`src/rtl/hve_pkg.sv`:
```
// Package with shared constants, lookup tables and step functions of the encoder.
`timescale 1ns / 1ps
package hve_pkg;

   localparam int DIV_STAGES = 8;
   localparam int FREQ_STAGES = 8;
   localparam int AMP_STAGES = 4;
   localparam int PIPE_DEPTH = 1 + DIV_STAGES + AMP_STAGES;

   localparam logic [31:0] IDLE_RESET = 32'h4040_0100;
   localparam logic [16:0] AMP_ONE = 17'd32768;
   localparam logic [7:0] HIGH_FREQ_OFFSET = 8'h60;
   localparam logic [7:0] LOW_FREQ_OFFSET = 8'h40;
   localparam logic [7:0] LOW_AMP_BASE = 8'h40;
   localparam logic [6:0] AMP_LAST_INDEX = 7'd100;

   typedef logic [15:0] freq_thr_type [256];
   typedef logic [15:0] amp_max_type [128];

   typedef struct packed {
      logic        idle;
      logic        scale;
      logic [15:0] high_amp;
      logic [15:0] low_amp;
   } side_type;

   typedef struct packed {
      logic       idle;
      logic [7:0] high_code;
      logic [7:0] low_code;
   } tail_type;

   localparam logic [9:0] AMP_THR_MILLI [101] = '{
      10'd0, 10'd10, 10'd12, 10'd14, 10'd17, 10'd20, 10'd24, 10'd28, 10'd33, 10'd40,
      10'd47, 10'd56, 10'd67, 10'd80, 10'd95, 10'd112, 10'd117, 10'd123, 10'd128,
      10'd134, 10'd140, 10'd146, 10'd152, 10'd159, 10'd166, 10'd173, 10'd181, 10'd189,
      10'd198, 10'd206, 10'd215, 10'd225, 10'd230, 10'd235, 10'd240, 10'd245, 10'd251,
      10'd256, 10'd262, 10'd268, 10'd273, 10'd279, 10'd286, 10'd292, 10'd298, 10'd305,
      10'd311, 10'd318, 10'd325, 10'd332, 10'd340, 10'd347, 10'd355, 10'd362, 10'd370,
      10'd378, 10'd387, 10'd395, 10'd404, 10'd413, 10'd422, 10'd431, 10'd440, 10'd450,
      10'd460, 10'd470, 10'd480, 10'd491, 10'd501, 10'd512, 10'd524, 10'd535, 10'd547,
      10'd559, 10'd571, 10'd584, 10'd596, 10'd609, 10'd623, 10'd636, 10'd650, 10'd665,
      10'd679, 10'd694, 10'd709, 10'd725, 10'd741, 10'd757, 10'd773, 10'd790, 10'd808,
      10'd825, 10'd843, 10'd862, 10'd881, 10'd900, 10'd920, 10'd940, 10'd960, 10'd981,
      10'd1003
   };

   // True when f^32 >= 5^32 * 2^(160+k), the exact form of f/16 >= 10 * 2^(k/32).
   function automatic logic freq_pow_ge(input logic [15:0] f, input int k);
      logic [511:0] p;
      logic [511:0] q;
      p = 512'(f);
      q = 512'd5;
      for (int n = 0; n < 5; n++) begin
         p = p * p;
         q = q * q;
      end
      q = q << (160 + k);
      return p >= q;
   endfunction

   // Smallest frequency that reaches each code.
   function automatic freq_thr_type build_freq_thr();
      freq_thr_type t;
      int lo;
      int hi;
      int mid;
      for (int k = 0; k < 256; k++) begin
         lo = 0;
         hi = 65535;
         while (lo < hi) begin
            mid = (lo + hi) >> 1;
            if (freq_pow_ge(16'(mid), k)) begin
               hi = mid;
            end else begin
               lo = mid + 1;
            end
         end
         t[k] = 16'(lo);
      end
      return t;
   endfunction

   // Largest amplitude that still selects each threshold entry.
   function automatic amp_max_type build_amp_max();
      amp_max_type m;
      for (int i = 0; i < 128; i++) begin
         if (i < 101) begin
            m[i] = 16'((32'(AMP_THR_MILLI[i]) * 32'd32768) / 32'd1000);
         end else begin
            m[i] = 16'hFFFF;
         end
      end
      return m;
   endfunction

   localparam freq_thr_type FREQ_THR = build_freq_thr();
   localparam amp_max_type AMP_MAX = build_amp_max();

   // One restoring division step: quotient bit on top, new remainder below.
   function automatic logic [17:0] div_step(input logic [16:0] rem, input logic [16:0] den,
                                            input logic bit_in);
      logic [17:0] sh;
      logic [17:0] diff;
      sh = {rem, bit_in};
      diff = sh - {1'b0, den};
      if (sh >= {1'b0, den}) begin
         return {1'b1, diff[16:0]};
      end
      return {1'b0, sh[16:0]};
   endfunction

   // One binary search step over the amplitude thresholds.
   function automatic logic [6:0] amp_step(input logic [15:0] amp, input logic [6:0] cnt,
                                           input logic [6:0] mask);
      logic [6:0] cand;
      cand = cnt | mask;
      if (AMP_MAX[cand - 7'd1] < amp) begin
         return cand;
      end
      return cnt;
   endfunction

endpackage

```
`src/rtl/hve_divider.sv`:
```
// Pipelined restoring divider computing floor(amp * 32768 / sum), two bits per stage.
`timescale 1ns / 1ps
module hve_divider (
   input  logic        clock,
   input  logic        en,
   input  logic [15:0] num,
   input  logic [16:0] den,
   output logic [15:0] quo
);

   logic [16:0] rem_ff [hve_pkg::DIV_STAGES];
   logic [15:0] quo_ff [hve_pkg::DIV_STAGES];
   logic [16:0] den_ff [hve_pkg::DIV_STAGES];

   for (genvar s = 0; s < hve_pkg::DIV_STAGES; s++) begin : g_stage
      logic [16:0] rem_prev;
      logic [15:0] quo_prev;
      logic [16:0] den_prev;
      logic        first_bit;
      logic [17:0] step_a;
      logic [17:0] step_b;
      logic [16:0] rem_in;
      logic [15:0] quo_in;

      if (s == 0) begin : g_head
         assign rem_prev = {2'b00, num[15:1]};
         assign quo_prev = '0;
         assign den_prev = den;
         assign first_bit = num[0];
      end else begin : g_body
         assign rem_prev = rem_ff[s-1];
         assign quo_prev = quo_ff[s-1];
         assign den_prev = den_ff[s-1];
         assign first_bit = 1'b0;
      end

      always_comb begin
         step_a = hve_pkg::div_step(rem_prev, den_prev, first_bit);
         step_b = hve_pkg::div_step(step_a[16:0], den_prev, 1'b0);
         rem_in = step_b[16:0];
         quo_in = {quo_prev[13:0], step_a[17], step_b[17]};
      end

      always_ff @(posedge clock) begin
         if (en) begin
            rem_ff[s] <= rem_in;
            quo_ff[s] <= quo_in;
            den_ff[s] <= den_prev;
         end
      end
   end

   assign quo = quo_ff[hve_pkg::DIV_STAGES-1];

endmodule

```
`src/rtl/hve_freq_search.sv`:
```
// Pipelined binary search of the logarithmic frequency code, one bit per stage.
`timescale 1ns / 1ps
module hve_freq_search (
   input  logic        clock,
   input  logic        en,
   input  logic [15:0] freq,
   output logic [7:0]  code
);

   logic [15:0] freq_ff [hve_pkg::FREQ_STAGES];
   logic [7:0]  code_ff [hve_pkg::FREQ_STAGES];

   for (genvar s = 0; s < hve_pkg::FREQ_STAGES; s++) begin : g_stage
      localparam logic [7:0] MASK = 8'(1 << (hve_pkg::FREQ_STAGES - 1 - s));
      logic [15:0] freq_prev;
      logic [7:0]  code_prev;
      logic [7:0]  cand;
      logic [7:0]  code_in;

      if (s == 0) begin : g_head
         assign freq_prev = freq;
         assign code_prev = '0;
      end else begin : g_body
         assign freq_prev = freq_ff[s-1];
         assign code_prev = code_ff[s-1];
      end

      always_comb begin
         cand = code_prev | MASK;
         code_in = (hve_pkg::FREQ_THR[cand] <= freq_prev) ? cand : code_prev;
      end

      always_ff @(posedge clock) begin
         if (en) begin
            freq_ff[s] <= freq_prev;
            code_ff[s] <= code_in;
         end
      end
   end

   assign code = code_ff[hve_pkg::FREQ_STAGES-1];

endmodule

```
`src/rtl/hve_amp_search.sv`:
```
// Pipelined binary search of the amplitude threshold index, two bits per stage but one in the last stage.
`timescale 1ns / 1ps
module hve_amp_search (
   input  logic        clock,
   input  logic        en,
   input  logic [15:0] amp,
   output logic [6:0]  index
);

   logic [15:0] amp_ff [hve_pkg::AMP_STAGES];
   logic [6:0]  cnt_ff [hve_pkg::AMP_STAGES];

   for (genvar s = 0; s < hve_pkg::AMP_STAGES; s++) begin : g_stage
      localparam int HI_BIT = 6 - 2 * s;
      localparam logic [6:0] MASK_A = 7'(1 << HI_BIT);
      logic [15:0] amp_prev;
      logic [6:0]  cnt_prev;
      logic [6:0]  cnt_a;
      logic [6:0]  cnt_in;

      if (s == 0) begin : g_head
         assign amp_prev = amp;
         assign cnt_prev = '0;
      end else begin : g_body
         assign amp_prev = amp_ff[s-1];
         assign cnt_prev = cnt_ff[s-1];
      end

      assign cnt_a = hve_pkg::amp_step(amp_prev, cnt_prev, MASK_A);

      if (HI_BIT > 0) begin : g_pair
         localparam logic [6:0] MASK_B = 7'(1 << (HI_BIT - 1));
         assign cnt_in = hve_pkg::amp_step(amp_prev, cnt_a, MASK_B);
      end else begin : g_single
         assign cnt_in = cnt_a;
      end

      always_ff @(posedge clock) begin
         if (en) begin
            amp_ff[s] <= amp_prev;
            cnt_ff[s] <= cnt_in;
         end
      end
   end

   assign index = (cnt_ff[hve_pkg::AMP_STAGES-1] > hve_pkg::AMP_LAST_INDEX) ?
                  hve_pkg::AMP_LAST_INDEX : cnt_ff[hve_pkg::AMP_STAGES-1];

endmodule

```
`src/rtl/haptic_vibration_encoder.sv`:
```
// Top level of the two-band haptic drive report encoder.
// The req channel carries one beat per vibration request: high and low band
// frequency (1/16 Hz) and amplitude (Q1.15). The rsp channel returns one
// 64-bit drive report per request, in request order; bytes 4 to 7 repeat
// bytes 0 to 3. When both amplitudes are zero the report is the idle
// pattern register, written through csr_write_en and csr_write_data.
// A beat accepted on req passes through one input stage, eight stages of
// the amplitude scaling divider (run in parallel with the frequency code
// search), four stages of amplitude threshold search, and the output
// register before it shows up on rsp.
// Throughput is one beat per cycle unless rsp stalls. The whole pipeline
// advances together, so a stall on rsp_ready freezes every stage and
// deasserts req_ready; nothing is dropped or repeated.
// Reset empties the pipeline and loads the idle pattern with 0x40400100.
`timescale 1ns / 1ps
module haptic_vibration_encoder (
   input  logic        clock,
   input  logic        reset,
   input  logic        req_valid,
   output logic        req_ready,
   input  logic [15:0] req_high_freq,
   input  logic [15:0] req_high_amp,
   input  logic [15:0] req_low_freq,
   input  logic [15:0] req_low_amp,
   output logic        rsp_valid,
   input  logic        rsp_ready,
   output logic [63:0] rsp_report,
   input  logic        csr_write_en,
   input  logic [31:0] csr_write_data
);

   logic                              en;
   logic [31:0]                       idle_pattern_ff;
   logic [hve_pkg::PIPE_DEPTH-1:0]    vld_ff;
   logic                              rsp_valid_ff;
   logic [63:0]                       rsp_report_ff;
   logic [63:0]                       rsp_report_in;
   logic [15:0]                       high_freq_ff;
   logic [15:0]                       low_freq_ff;
   logic [16:0]                       sum_ff;
   hve_pkg::side_type                 s0_side_ff;
   hve_pkg::side_type                 s0_side_in;
   logic [16:0]                       sum_in;
   hve_pkg::side_type                 side_ff [hve_pkg::DIV_STAGES];
   hve_pkg::tail_type                 tail_ff [hve_pkg::AMP_STAGES];
   hve_pkg::tail_type                 tail_in;
   logic [15:0]                       high_quo;
   logic [15:0]                       low_quo;
   logic [7:0]                        high_code;
   logic [7:0]                        low_code;
   logic [15:0]                       high_amp_sel;
   logic [15:0]                       low_amp_sel;
   logic [6:0]                        high_index;
   logic [6:0]                        low_index;
   logic [7:0]                        high_diff;
   logic [8:0]                        hf;
   logic [7:0]                        lf;
   logic [31:0]                       word;

   assign en = !rsp_valid_ff || rsp_ready;
   assign req_ready = en;
   assign rsp_valid = rsp_valid_ff;
   assign rsp_report = rsp_report_ff;

   always_ff @(posedge clock) begin
      if (reset) begin
         idle_pattern_ff <= hve_pkg::IDLE_RESET;
      end else if (csr_write_en) begin
         idle_pattern_ff <= csr_write_data;
      end
   end

   always_ff @(posedge clock) begin
      if (reset) begin
         vld_ff <= '0;
         rsp_valid_ff <= 1'b0;
      end else if (en) begin
         vld_ff <= {vld_ff[hve_pkg::PIPE_DEPTH-2:0], req_valid};
         rsp_valid_ff <= vld_ff[hve_pkg::PIPE_DEPTH-1];
      end
   end

   always_comb begin
      sum_in = {1'b0, req_high_amp} + {1'b0, req_low_amp};
      s0_side_in.idle = (req_high_amp == '0) && (req_low_amp == '0);
      s0_side_in.scale = sum_in > hve_pkg::AMP_ONE;
      s0_side_in.high_amp = req_high_amp;
      s0_side_in.low_amp = req_low_amp;
   end

   always_ff @(posedge clock) begin
      if (en) begin
         high_freq_ff <= req_high_freq;
         low_freq_ff <= req_low_freq;
         sum_ff <= sum_in;
         s0_side_ff <= s0_side_in;
      end
   end

   hve_divider u_high_div (
      .clock (clock),
      .en    (en),
      .num   (s0_side_ff.high_amp),
      .den   (sum_ff),
      .quo   (high_quo)
   );

   hve_divider u_low_div (
      .clock (clock),
      .en    (en),
      .num   (s0_side_ff.low_amp),
      .den   (sum_ff),
      .quo   (low_quo)
   );

   hve_freq_search u_high_freq (
      .clock (clock),
      .en    (en),
      .freq  (high_freq_ff),
      .code  (high_code)
   );

   hve_freq_search u_low_freq (
      .clock (clock),
      .en    (en),
      .freq  (low_freq_ff),
      .code  (low_code)
   );

   always_ff @(posedge clock) begin
      if (en) begin
         side_ff[0] <= s0_side_ff;
         for (int s = 1; s < hve_pkg::DIV_STAGES; s++) begin
            side_ff[s] <= side_ff[s-1];
         end
      end
   end

   always_comb begin
      high_amp_sel = side_ff[hve_pkg::DIV_STAGES-1].scale ?
                     high_quo : side_ff[hve_pkg::DIV_STAGES-1].high_amp;
      low_amp_sel = side_ff[hve_pkg::DIV_STAGES-1].scale ?
                    low_quo : side_ff[hve_pkg::DIV_STAGES-1].low_amp;
      tail_in.idle = side_ff[hve_pkg::DIV_STAGES-1].idle;
      tail_in.high_code = high_code;
      tail_in.low_code = low_code;
   end

   hve_amp_search u_high_amp (
      .clock (clock),
      .en    (en),
      .amp   (high_amp_sel),
      .index (high_index)
   );

   hve_amp_search u_low_amp (
      .clock (clock),
      .en    (en),
      .amp   (low_amp_sel),
      .index (low_index)
   );

   always_ff @(posedge clock) begin
      if (en) begin
         tail_ff[0] <= tail_in;
         for (int s = 1; s < hve_pkg::AMP_STAGES; s++) begin
            tail_ff[s] <= tail_ff[s-1];
         end
      end
   end

   always_comb begin
      high_diff = tail_ff[hve_pkg::AMP_STAGES-1].high_code - hve_pkg::HIGH_FREQ_OFFSET;
      hf = {high_diff[6:0], 2'b00};
      lf = tail_ff[hve_pkg::AMP_STAGES-1].low_code - hve_pkg::LOW_FREQ_OFFSET;
      word[7:0] = hf[7:0];
      word[15:8] = {high_index, 1'b0} | {7'd0, hf[8]};
      word[23:16] = lf | {low_index[0], 7'd0};
      word[31:24] = hve_pkg::LOW_AMP_BASE + {2'b00, low_index[6:1]};
      if (tail_ff[hve_pkg::AMP_STAGES-1].idle) begin
         rsp_report_in = {idle_pattern_ff, idle_pattern_ff};
      end else begin
         rsp_report_in = {word, word};
      end
   end

   always_ff @(posedge clock) begin
      if (en) begin
         rsp_report_ff <= rsp_report_in;
      end
   end

endmodule

```
`config.mk`:
```
export PLATFORM = sky130hd
export DESIGN_NAME = haptic_vibration_encoder
export DESIGN_NICKNAME = d
export VERILOG_FILES = /design/src/rtl/hve_pkg.sv /design/src/rtl/hve_divider.sv /design/src/rtl/hve_freq_search.sv /design/src/rtl/hve_amp_search.sv /design/src/rtl/haptic_vibration_encoder.sv
export SDC_FILE = /design/constraint.sdc
export NUM_CORES = 2
export LEC_CHECK = 0
export ABC_AREA = 1
export BUFFER_PORTS_ARGS = -buffer_cell sky130_fd_sc_hd__buf_4
export CORE_MARGIN = 5
export CORE_UTILIZATION = 40
export CTS_BUF_LIST = sky130_fd_sc_hd__clkbuf_8
export DETAILED_ROUTE_END_ITERATION = 8
export GPL_TIMING_DRIVEN = 0
export SLEW_MARGIN = 5
export SYNTH_ARGS = -nofsm -noshare
export SYNTH_HDL_FRONTEND = slang
export SYNTH_HIERARCHICAL = 1
export SYNTH_SLANG_ARGS = --single-unit
```
`constraint.sdc`:
```
create_clock -name clock -period 60.3 [get_ports clock]
set_clock_uncertainty 0.2 [all_clocks]
set_input_delay 0 -clock clock [delete_from_list [all_inputs] [get_ports clock]]
set_output_delay 0 -clock clock [all_outputs]
set_load 0.02 [all_outputs]
```
==> results.ini <==
[sta]
max_freq_mhz=176
maxSlewViolCount=0
period_share=0.0943
setup_viol=0
max_slew_margin=0.555
hold_viol=0
min_period_ps=5690
tightest_slew_ps=667
rsz0062_at_grt=false

[die]
io_pins=167
start_util=0.401
core_sq_um=254000
row_count=185
chipWidth_um=514
die_h_um=514
dieArea_sq_um=265000

[place]
placedCellCount=15200
dpl.hpwl_um=207000
gp_congestion=0.920
portBuffers=166

[worst_setup_path]
path_common_cell=a21oi_1
r2r_cells=25
rr_endpoint=u_low_amp/cnt_ff[2][1]
path_class=flip-flop to flip-flop
slowest_stage=edfxtp_1
worst-path-buf-inv=3
r2r_start=u_low_amp/cnt_ff[1][3]
worst_setup_path_start_kind=flip-flop
crit_fanout=13
cpPeakStageDelay_ps=760
worstPathRequired_ps=60900
critical_path_arrival_ps=6280
ff2ff_setup_slack_ps=54610
cp_top_family=compound AO/OA/AOI/OAI gates
cp.depth=25
endpoint_kind=flip-flop

[yosys]
syn_nets=12800
synthCells=11600
syn_area_sq_um=102000
avgSynthCellArea_sq_um=8.75
ys_warn_count=6

[global_route]
overflow=0
track_usage=0.198
antenna_found_initial=4
grt_max_degree=71
first_global_vias=81000
grt_pass1_wl_um=427000

[detailed_routing]
top_layer=met4
wl_met3_um=12800
via_per_inst=5.11
ant_nets=0
drtPass1Iterations=6
met1_length_um=123000
vias=81700
wl_per_cell_um=16.8
met2_length_um=124000
first_iter_violations=5672
drc=0
routed_wl_um=269000

[finish]
syn2layout_area_growth_pct=14.4
drive_gt1_frac=0.0833
finalNonFillerCells=16000
final_core_util=0.459
fin_nets=13600
final_common_cell=nand2_1
mostFrequentLayoutCells=nand2_1, edfxtp_1, inv_1

[clock_network]
cts_hold_buf=301
path_clk_slew_ps=60
cts_buffers=299
cts_setup_buffers=0
root_buffer=clkbuf_8
cts.htree.levels=5
clock_latency_ps=1040
cts_sinks=1546
cts_tree=done
post_cts_resize_count=0
cts_buffer_depth=4

[hold_path]
min_to=side_ff[1][122]
min_path_type=flip-flop to flip-flop
min_path_cells=0
hold_path_startpoint=side_ff[1][88]

[flow_run]
cap_violations=0

[outcome]
status=finished, final reports clean

-- state kept, by name (all words and copies together) (netlist names), 16 cells and up --
register	cells
u_high_div/den_ff	119
u_high_amp/amp_ff	48
high_freq_ff	16
s0_side_ff	34
u_low_freq/code_ff	36
u_high_freq/code_ff	35
low_freq_ff	16
side_ff	272
rsp_report	32
tail_ff	64
u_high_amp/cnt_ff	19
u_low_amp/cnt_ff	19
sum_ff	17
u_low_amp/amp_ff	48
u_low_freq/freq_ff	112
u_low_div/rem_ff	119
idle_pattern_ff	32
u_low_div/quo_ff	72
u_high_div/quo_ff	72
u_high_div/rem_ff	119
u_high_freq/freq_ff	112
u_low_div/den_ff	119
-- stage by stage --
stage	instance area [sq um]	setup slack, ps	hold slack (ps)	setup TNS [ps]
4_1_cts	116000	54610	2.61	0
5_1_grt	116000	54180	77.9	0
3_3_place_gp	107000	-553	-21.5	-553
6_report	116000	54610	160	0
2_1_floorplan	102000	16390	-131	0
3_5_place_dp	108000	54670	-20.7	0
-- metal layers --
layer / vias up / GRT usage
li1: 41000 / -
met1: 37900 / 0.265
met2: 2258 / 0.329
met3: 573 / 0.0275
met4: 0 / 0.0684
met5: - / 0
-- worst max path at each step --
stage | end | startpoint
floorplan | high_freq_ff[0] | rsp_valid
global placement | req_ready | rsp_valid
detailed placement | u_low_amp/cnt_ff[2][1] | u_low_amp/cnt_ff[1][4]
CTS | u_low_amp/cnt_ff[2][1] | u_low_amp/cnt_ff[1][4]
global route | u_low_amp/cnt_ff[2][1] | u_low_amp/cnt_ff[1][4]
finish | u_low_amp/cnt_ff[2][1] | u_low_amp/cnt_ff[1][3]
-- area by class of cell --
| type | count | area [sq um] |
|---|---|---|
| diodes | 3 | 7.51 |
| plain buffers | 274 | 1690 |
| clock buffers | 309 | 4250 |
| clock inverters | 184 | 1280 |
| fillers | 24300 | 137000 |
| inverters | 1468 | 5550 |
| multi-input cells | 8347 | 48600 |
| flip-flops and latches | 1546 | 46000 |
| well taps | 3366 | 4210 |
| repair buffers | 493 | 4930 |
Power is left out: the tool's default activity adds up to more than one toggle a clock period on the data nets, which glitch-free logic cannot reach.
